<file path="config.mk">
export PLATFORM = sky130hd
export DESIGN_NAME = stable_sorted_priority_queue_top_flat
export DESIGN_NICKNAME = d
export VERILOG_FILES = /design/src/spq_pkg.sv /design/src/spq_if.sv /design/src/spq_ctrl.sv /design/src/spq_datapath.sv /design/src/stable_sorted_priority_queue_top.sv /design/src/flat_wrapper.sv
export SDC_FILE = /design/constraint.sdc
export NUM_CORES = 2
export LEC_CHECK = 0
export ABC_AREA = 1
export BUFFER_PORTS_ARGS = -buffer_cell sky130_fd_sc_hd__buf_2
export CORE_MARGIN = 2
export CORE_UTILIZATION = 70
export CTS_BUF_LIST = sky130_fd_sc_hd__clkbuf_8
export DETAILED_ROUTE_END_ITERATION = 6
export PLACE_DENSITY = 0.88
export SETUP_SLACK_MARGIN = 0.5
export SYNTH_ARGS = -nofsm -noshare
export SYNTH_HDL_FRONTEND = slang
export SYNTH_SLANG_ARGS = --single-unit
</file>
<file path="constraint.sdc">
create_clock -name i_clk -period 14.52 [get_ports i_clk]
set_input_delay 2.178 -clock i_clk [delete_from_list [all_inputs] [get_ports i_clk]]
set_output_delay 2.178 -clock i_clk [all_outputs]
set_load 0.03 [all_outputs]
</file>
<file path="src/spq_pkg.sv">
`timescale 1ns / 1ps

package spq_pkg;

    localparam int CAPACITY_DEF      = 16;
    localparam int VALUE_BITS_DEF    = 32;
    localparam int PRIORITY_BITS_DEF = 16;

    localparam logic OP_ENQ = 1'b0;
    localparam logic OP_DEQ = 1'b1;

    localparam logic [1:0] STS_DONE  = 2'd0;
    localparam logic [1:0] STS_FULL  = 2'd1;
    localparam logic [1:0] STS_EMPTY = 2'd2;

    typedef struct packed {
        logic capture;
        logic execute;
    } t_spq_cmd;

endpackage

</file>
<file path="src/spq_if.sv">
`timescale 1ns / 1ps

interface spq_in_if #(
    parameter int VALUE_BITS    = spq_pkg::VALUE_BITS_DEF,
    parameter int PRIORITY_BITS = spq_pkg::PRIORITY_BITS_DEF
);
    logic                            valid;
    logic                            ready;
    logic                            opcode;
    logic [VALUE_BITS-1:0]           item_value;
    logic signed [PRIORITY_BITS-1:0] item_priority;

    modport source (output valid, opcode, item_value, item_priority, input ready);
    modport sink   (input valid, opcode, item_value, item_priority, output ready);
endinterface

interface spq_out_if #(
    parameter int CAPACITY      = spq_pkg::CAPACITY_DEF,
    parameter int VALUE_BITS    = spq_pkg::VALUE_BITS_DEF,
    parameter int PRIORITY_BITS = spq_pkg::PRIORITY_BITS_DEF
);
    localparam int OCC_BITS = $clog2(CAPACITY + 1);

    logic                            valid;
    logic                            ready;
    logic [VALUE_BITS-1:0]           out_value;
    logic signed [PRIORITY_BITS-1:0] out_priority;
    logic [1:0]                      status;
    logic [OCC_BITS-1:0]             occupancy;
    logic                            is_empty;

    modport source (output valid, out_value, out_priority, status, occupancy, is_empty,
                    input ready);
    modport sink   (input valid, out_value, out_priority, status, occupancy, is_empty,
                    output ready);
endinterface

</file>
<file path="src/spq_ctrl.sv">
`timescale 1ns / 1ps

module spq_ctrl (
    input  logic              i_clk,
    input  logic              i_rst_n,
    input  logic              i_in_valid,
    input  logic              i_out_ready,
    output logic              o_in_ready,
    output logic              o_out_valid,
    output spq_pkg::t_spq_cmd o_cmd
);
    import spq_pkg::*;

    localparam logic [1:0] ST_IDLE = 2'd0;
    localparam logic [1:0] ST_EXEC = 2'd1;
    localparam logic [1:0] ST_RESP = 2'd2;

    logic [1:0] r_state;
    logic [1:0] n_state;

    always_comb begin
        n_state     = r_state;
        o_in_ready  = 1'b0;
        o_out_valid = 1'b0;
        o_cmd       = '0;
        unique case (r_state)
            ST_IDLE: begin
                o_in_ready    = 1'b1;
                o_cmd.capture = i_in_valid;
                if (i_in_valid) begin
                    n_state = ST_EXEC;
                end
            end
            ST_EXEC: begin
                o_cmd.execute = 1'b1;
                n_state       = ST_RESP;
            end
            ST_RESP: begin
                o_out_valid = 1'b1;
                if (i_out_ready) begin
                    n_state = ST_IDLE;
                end
            end
            default: begin
                n_state = ST_IDLE;
            end
        endcase
    end

    always_ff @(posedge i_clk) begin
        if (!i_rst_n) begin
            r_state <= ST_IDLE;
        end else begin
            r_state <= n_state;
        end
    end
endmodule

</file>
<file path="src/spq_datapath.sv">
`timescale 1ns / 1ps

module spq_datapath #(
    parameter int CAPACITY      = spq_pkg::CAPACITY_DEF,
    parameter int VALUE_BITS    = spq_pkg::VALUE_BITS_DEF,
    parameter int PRIORITY_BITS = spq_pkg::PRIORITY_BITS_DEF,
    parameter int OCC_BITS      = $clog2(CAPACITY + 1)
) (
    input  logic                            i_clk,
    input  logic                            i_rst_n,
    input  spq_pkg::t_spq_cmd               i_cmd,
    input  logic                            i_opcode,
    input  logic [VALUE_BITS-1:0]           i_item_value,
    input  logic signed [PRIORITY_BITS-1:0] i_item_priority,
    output logic [VALUE_BITS-1:0]           o_out_value,
    output logic signed [PRIORITY_BITS-1:0] o_out_priority,
    output logic [1:0]                      o_status,
    output logic [OCC_BITS-1:0]             o_occupancy,
    output logic                            o_is_empty
);
    import spq_pkg::*;

    localparam logic [OCC_BITS-1:0] FULL_COUNT = OCC_BITS'(CAPACITY);

    logic                            r_op;
    logic [VALUE_BITS-1:0]           r_in_value;
    logic signed [PRIORITY_BITS-1:0] r_in_prio;

    logic [OCC_BITS-1:0]             r_count;
    logic [OCC_BITS-1:0]             n_count;

    logic [VALUE_BITS-1:0]           r_cell_value [CAPACITY];
    logic signed [PRIORITY_BITS-1:0] r_cell_prio  [CAPACITY];
    logic [CAPACITY-1:0]             w_keep;

    logic                            w_full;
    logic                            w_empty;
    logic                            w_do_enq;
    logic                            w_do_deq;

    logic [VALUE_BITS-1:0]           r_out_value;
    logic signed [PRIORITY_BITS-1:0] r_out_prio;
    logic [1:0]                      r_status;
    logic [OCC_BITS-1:0]             r_occ;
    logic                            r_empty;

    always_ff @(posedge i_clk) begin
        if (i_cmd.capture) begin
            r_op       <= i_opcode;
            r_in_value <= i_item_value;
            r_in_prio  <= i_item_priority;
        end
    end

    assign w_full   = (r_count == FULL_COUNT);
    assign w_empty  = (r_count == '0);
    assign w_do_enq = i_cmd.execute && (r_op == OP_ENQ) && !w_full;
    assign w_do_deq = i_cmd.execute && (r_op == OP_DEQ) && !w_empty;

    // occupied cells whose priority is not below the new one form a prefix
    generate
        for (genvar i = 0; i < CAPACITY; i++) begin : g_cell
            assign w_keep[i] = (OCC_BITS'(i) < r_count) && (r_cell_prio[i] >= r_in_prio);

            always_ff @(posedge i_clk) begin
                if (w_do_enq && !w_keep[i]) begin
                    if (i == 0) begin
                        r_cell_value[i] <= r_in_value;
                        r_cell_prio[i]  <= r_in_prio;
                    end else if (w_keep[(i == 0) ? 0 : i-1]) begin
                        r_cell_value[i] <= r_in_value;
                        r_cell_prio[i]  <= r_in_prio;
                    end else begin
                        r_cell_value[i] <= r_cell_value[(i == 0) ? 0 : i-1];
                        r_cell_prio[i]  <= r_cell_prio[(i == 0) ? 0 : i-1];
                    end
                end else if (w_do_deq && (i < CAPACITY - 1)) begin
                    r_cell_value[i] <= r_cell_value[(i < CAPACITY - 1) ? i+1 : i];
                    r_cell_prio[i]  <= r_cell_prio[(i < CAPACITY - 1) ? i+1 : i];
                end
            end
        end
    endgenerate

    always_comb begin
        n_count = r_count;
        if (w_do_enq) begin
            n_count = r_count + 1'b1;
        end else if (w_do_deq) begin
            n_count = r_count - 1'b1;
        end
    end

    always_ff @(posedge i_clk) begin
        if (!i_rst_n) begin
            r_count <= '0;
        end else begin
            r_count <= n_count;
        end
    end

    always_ff @(posedge i_clk) begin
        if (i_cmd.execute) begin
            r_out_value <= '0;
            r_out_prio  <= '0;
            r_status    <= STS_DONE;
            if (r_op == OP_ENQ) begin
                if (w_full) begin
                    r_status <= STS_FULL;
                end
            end else if (w_empty) begin
                r_status <= STS_EMPTY;
            end else begin
                r_out_value <= r_cell_value[0];
                r_out_prio  <= r_cell_prio[0];
            end
            r_occ   <= n_count;
            r_empty <= (n_count == '0);
        end
    end

    assign o_out_value    = r_out_value;
    assign o_out_priority = r_out_prio;
    assign o_status       = r_status;
    assign o_occupancy    = r_occ;
    assign o_is_empty     = r_empty;
endmodule

</file>
<file path="src/stable_sorted_priority_queue_top.sv">
`timescale 1ns / 1ps

// Stable sorted priority queue, highest priority first.
// Input channel i_in carries one item: opcode (enqueue or dequeue), a value
// and a signed priority. Output channel o_out returns exactly one item per
// input item: the dequeued value and priority (zero otherwise), a status
// code (done, enqueue dropped when full, dequeue on empty), the occupancy
// after the operation and an empty flag.
// Entries of equal priority leave first in, first out.
// Each item passes through the controller states accept, execute, in which
// the cell chain shifts or inserts, and respond, with the result shown on
// o_out. The controller handles one item at a time, so the next item is
// accepted in the cycle after the result is taken.
// If the receiver stalls, the result holds on o_out and i_in.ready stays low
// until it is taken.
// Synchronous reset empties the queue; cell contents are not cleared and no
// clearing pass is needed, since only occupied cells are ever read.

module stable_sorted_priority_queue_top #(
    parameter int CAPACITY      = spq_pkg::CAPACITY_DEF,
    parameter int VALUE_BITS    = spq_pkg::VALUE_BITS_DEF,
    parameter int PRIORITY_BITS = spq_pkg::PRIORITY_BITS_DEF
) (
    input  logic      i_clk,
    input  logic      i_rst_n,
    spq_in_if.sink    i_in,
    spq_out_if.source o_out
);
    import spq_pkg::*;

    localparam int OCC_BITS = $clog2(CAPACITY + 1);

    t_spq_cmd w_cmd;
    logic     w_in_ready;
    logic     w_out_valid;

    spq_ctrl u_ctrl (
        .i_clk       (i_clk),
        .i_rst_n     (i_rst_n),
        .i_in_valid  (i_in.valid),
        .i_out_ready (o_out.ready),
        .o_in_ready  (w_in_ready),
        .o_out_valid (w_out_valid),
        .o_cmd       (w_cmd)
    );

    spq_datapath #(
        .CAPACITY      (CAPACITY),
        .VALUE_BITS    (VALUE_BITS),
        .PRIORITY_BITS (PRIORITY_BITS),
        .OCC_BITS      (OCC_BITS)
    ) u_datapath (
        .i_clk           (i_clk),
        .i_rst_n         (i_rst_n),
        .i_cmd           (w_cmd),
        .i_opcode        (i_in.opcode),
        .i_item_value    (i_in.item_value),
        .i_item_priority (i_in.item_priority),
        .o_out_value     (o_out.out_value),
        .o_out_priority  (o_out.out_priority),
        .o_status        (o_out.status),
        .o_occupancy     (o_out.occupancy),
        .o_is_empty      (o_out.is_empty)
    );

    assign i_in.ready  = w_in_ready;
    assign o_out.valid = w_out_valid;

    a_one_at_a_time: assert property (@(posedge i_clk) disable iff (!i_rst_n)
        !(w_in_ready && w_out_valid))
        else $error("input ready while a result is pending");

    a_no_early_result: assert property (@(posedge i_clk) disable iff (!i_rst_n)
        (i_in.valid && w_in_ready) |=> !w_out_valid)
        else $error("result shown in the cycle after accept");

    a_full_count: assert property (@(posedge i_clk) disable iff (!i_rst_n)
        (w_out_valid && o_out.status == STS_FULL) |-> (o_out.occupancy == OCC_BITS'(CAPACITY)))
        else $error("enqueue dropped while queue not full");

    a_empty_flag: assert property (@(posedge i_clk) disable iff (!i_rst_n)
        w_out_valid |-> (o_out.is_empty == (o_out.occupancy == '0)))
        else $error("empty flag disagrees with occupancy");
endmodule
</file>
<file path="src/flat_wrapper.sv">
// flat-port wrapper written by rule: the top's interface ports become plain ports
module stable_sorted_priority_queue_top_flat import spq_pkg::*;
#(
    parameter int CAPACITY      = spq_pkg::CAPACITY_DEF,
    parameter int VALUE_BITS    = spq_pkg::VALUE_BITS_DEF,
    parameter int PRIORITY_BITS = spq_pkg::PRIORITY_BITS_DEF
)
  (i_clk, i_rst_n, i_in_valid, i_in_opcode, i_in_item_value, i_in_item_priority, i_in_ready, o_out_valid, o_out_out_value, o_out_out_priority, o_out_status, o_out_occupancy, o_out_is_empty, o_out_ready);
  spq_in_if #(.VALUE_BITS(VALUE_BITS), .PRIORITY_BITS(PRIORITY_BITS)) i_in_i ();
  spq_out_if #(.CAPACITY(CAPACITY), .VALUE_BITS(VALUE_BITS), .PRIORITY_BITS(PRIORITY_BITS)) o_out_i ();
  input  logic i_clk;
  input  logic i_rst_n;
  input wire logic [$bits(i_in_i.valid)-1:0] i_in_valid;
  input wire logic [$bits(i_in_i.opcode)-1:0] i_in_opcode;
  input wire logic [$bits(i_in_i.item_value)-1:0] i_in_item_value;
  input wire logic [$bits(i_in_i.item_priority)-1:0] i_in_item_priority;
  output wire logic [$bits(i_in_i.ready)-1:0] i_in_ready;
  output wire logic [$bits(o_out_i.valid)-1:0] o_out_valid;
  output wire logic [$bits(o_out_i.out_value)-1:0] o_out_out_value;
  output wire logic [$bits(o_out_i.out_priority)-1:0] o_out_out_priority;
  output wire logic [$bits(o_out_i.status)-1:0] o_out_status;
  output wire logic [$bits(o_out_i.occupancy)-1:0] o_out_occupancy;
  output wire logic [$bits(o_out_i.is_empty)-1:0] o_out_is_empty;
  input wire logic [$bits(o_out_i.ready)-1:0] o_out_ready;
  assign i_in_i.valid = i_in_valid;
  assign i_in_i.opcode = i_in_opcode;
  assign i_in_i.item_value = i_in_item_value;
  assign i_in_i.item_priority = i_in_item_priority;
  assign i_in_ready = i_in_i.ready;
  assign o_out_valid = o_out_i.valid;
  assign o_out_out_value = o_out_i.out_value;
  assign o_out_out_priority = o_out_i.out_priority;
  assign o_out_status = o_out_i.status;
  assign o_out_occupancy = o_out_i.occupancy;
  assign o_out_is_empty = o_out_i.is_empty;
  assign o_out_i.ready = o_out_ready;
  stable_sorted_priority_queue_top #(.CAPACITY(CAPACITY), .VALUE_BITS(VALUE_BITS), .PRIORITY_BITS(PRIORITY_BITS)) u_core (.i_clk(i_clk), .i_rst_n(i_rst_n), .i_in(i_in_i), .o_out(o_out_i));
endmodule
</file>
==> impl_metrics.ini <==
[synth]
avgSynthCellArea_sq_um = 8.29
synthesis.area_sq_um = 52200
synthDominantCellAreaShare = 0.502
ys_warn_count = 0
async_s_r_ff_share_synth = 0
synth.area.top_cells = edfxtp_1, nand2_1, nand3_1
edff_count_synth = 873
yosys_register_bits = 880
synth_seq_area_share = 0.505
ys_types = 36
synthCells = 6296
synthesis.nets = 6608
post-synth-top-area-cell = edfxtp_1
synth_top_flop_cell = edfxtp_1

[final_layout]
num-nets-final = 6551
layout-area-overhead-vs-synth_pct = 6.10
drive_gt1_frac = 0.0695
layout.cells.non_filler = 7319

[cts]
tritoncts = yes
clk_pin_slew_ps = 60
cts-resized-gates = 0
post_cts_hold_buffers = 0
ctsHtreeMaxLevel = 4
clock_sinks = 880
insertion_delay_to_the_later_sink_of_the_worst_skew_pair_ps = 860
cts_made_buffers = 149
root_buffer = clkbuf_8
post_cts_buffers = 0
clk_path_buf_depth = 3

[global_routing]
grt_max_degree = 183
grt_pass1_wl_microns = 244000
track_usage = 0.406
grt-ovfl-total = 0
initial_antenna_violation_count = 4
first_global_vias = 43300

[critical_path]
worstSetupStartpointType = flop
timing.reg2reg.worst_path_depth = 9
cp_max_fo = 167
critical_path_required_ps = 15050
r2r_setup_slack_ps = 9220
rr_startpoint = u_core.u_ctrl.r_state[0]
worst_ep_arrival_time_ps = 5820
timing.setup.critical_path_class = reg2reg
worst_setup_path_end_kind = flop
r2r_end = u_core.u_datapath.r_cell_prio[0][72]

[placement]
estimated_wirelength_of_the_detail_placed_design_microns = 103000
gpl_congestion = 0.950
placement.io_buffers = 110
place.detailed.instances = 7057

[die]
initial_core_util = 0.704
core_region_area_sq_um = 74200
number_of_placement_rows = 100
full_die_area_sq_um = 76800
fp.dieW_microns = 277
boundaryPins = 111
die_height_microns = 277

[min_path]
hold_path_end = u_core.u_ctrl.r_state[0]
worstHoldStart = u_core.u_ctrl.r_state[1]
hp-class = reg2reg
cell_depth_of_the_worst_min_delay_path = 1

[route]
antenna_viol_nets_final = 0
first_iter_violations = 9361
total_number_of_vias = 47000
pre_repair_dr_iteration_count = 7
count_of_unresolved_drc_violations_after_routing = 18
drt-wirelength-per-cell_microns = 21.6
finalWirelength_microns = 158000
detail_route.vias_per_cell = 6.42

[power_and_ir_drop]
leakagePower_uw = 0.0253
worst_ir_drop_vdd_mv = 0.0968
cellPowerDensity_nw_per_um2 = 111

[timing]
min_period_ps = 5300
report.final.setup_viol = 0
report.final.hold_viol_count = 0
min_period_over_period = 0.365
max_clock_freq_mhz = 189
finalMaxSlewViolations = 0
setup_total_negative_slack_ps = 0
finalClockSkew_ps = 52.0
setup_repair_after_global_routing_missed_its_margin = false
slew_headroom = 0.204
tightestPinTransition_ps = 1190

[outcome]
violations = DRC
result_of_the_run = finished with violations

[job]
cap_violations = 0
==> layer usage <==
metal / vias to the layer above / GRT usage / routed length, microns
li1: 21000 / - / -
met1: 21400 / 0.585 / 58700
met2: 4097 / 0.574 / 66100
met3: 485 / 0.136 / 28400
met4: 0 / 0.144 / 5130
met5: - / 0 / 0
==> layout by cell type (no fill, tap or decap), drive strengths merged <==
| cell | instances |
|---|---|
| or2 | 1 |
| nand3b | 1 |
| a211oi | 1 |
| nor2 | 161 |
| clkinvlp | 1 |
| nand3 | 773 |
| clkinv | 72 |
| and2 | 1 |
| nor3 | 7 |
| xor2 | 4 |
| o21a | 2 |
| o21bai | 14 |
| buf | 193 |
| o21ai | 100 |
| clkbuf | 149 |
| diode | 2 |
| nand4 | 407 |
| a31oi | 1 |
| a21oi | 88 |
| inv | 674 |
| nand2 | 2500 |
| bufinv | 3 |
| ha | 259 |
| dfxtp | 7 |
| o211ai | 50 |
| nor4 | 1 |
| a21o | 5 |
| edfxtp | 873 |
==> registers in the layout, summed over array words and instances (netlist names) <==
register	count
u_core.u_datapath.r_op	1
u_core.u_datapath.o_status	2
u_core.u_datapath.o_out_value	32
u_core.u_datapath.r_in_value	32
u_core.u_datapath.o_is_empty	1
u_core.u_datapath.o_occupancy	5
u_core.u_datapath.r_cell_prio	256
u_core.u_datapath.o_out_priority	16
u_core.u_datapath.r_count	5
u_core.u_ctrl.r_state	2
u_core.u_datapath.r_cell_value	512
u_core.u_datapath.r_in_prio	16
==> per-stage QoR <==
stage                     power, uW  area [sq um]  worst slack (ps)  hold WS [ps]  utilization
after floorplan                3760         52200              8070           445            -
after global placement         4000         52700              9550           477        0.711
after detailed placement       4040         52700              9470           495        0.711
after CTS                      6080         55400              9460           500        0.746
after global routing           6330         55400              9000           536        0.746
final                          6140         55400              9220           501        0.747
==> cell usage after synthesis, types with 12 or more instances <==
cell      number
nor2_2        14
buf_2        138
buf_4         57
clkbuf_1     143
ha_1         259
edfxtp_1     873
o21ai_0      100
buf_1         40
nand2_1     2490
nand3_2       12
clkinv_1      22
inv_1        611
nor2_1       144
nand4_1      407
a21oi_1       87
o211ai_1      50
buf_6         23
o21bai_1      14
nand3_1      761
==> worst max-delay path: stages, from the launching register on <==
cell and delay (ps):
dfxtp_1 400, nand2_1 420, nor2_1 390, nand2_4 400, inv_8 800, buf_4 820, buf_4 810, nor2_1 420
nand2_1 160, o211ai_1 130
==> logic make-up after synthesis <==
group	Yosys count	synth area share
compound gates	261	0.0286
fa+ha+maj	259	0.0621
xor+xnor	4	0.000671
flops	880	0.505
buf+inv	1040	0.0855
simple gates	3852	0.318
==> final cells by class <==
type | count | area [sq um]
flip-flops and latches | 880 | 26400
well taps | 969 | 1210
fillers | 5378 | 18800
clock inverters | 111 | 591
repair buffers | 193 | 1200
clock buffers | 149 | 2050
inverters | 639 | 2420
diodes | 2 | 5.00
multi-input cells | 4376 | 21600
==> worst max path at each step <==
stage | start | end | slack (ps) | cells past startpoint
after floorplan | u_core.u_datapath.r_in_prio[9] | u_core.u_datapath.r_cell_prio[1][0] | 8070 | 15
after global placement | u_core.u_datapath.r_count[1] | u_core.u_datapath.r_cell_prio[1][73] | 9550 | 13
after detailed placement | u_core.u_datapath.r_count[1] | u_core.u_datapath.r_cell_prio[1][68] | 9470 | 13
after CTS | u_core.u_datapath.r_count[1] | u_core.u_datapath.r_cell_prio[1][72] | 9460 | 13
after global routing | u_core.u_datapath.r_count[1] | u_core.u_datapath.r_cell_prio[0][72] | 9000 | 12
final | u_core.u_ctrl.r_state[0] | u_core.u_datapath.r_cell_prio[0][72] | 9220 | 9
==> where the power goes <==
group / switching (uW) / total, uW / internal, uW
clock network: 1080 / 2100 / 1020
logic: 676 / 942 / 265
registers: 91.9 / 3100 / 3000
Note: power is estimated with default switching activity, not from simulation.
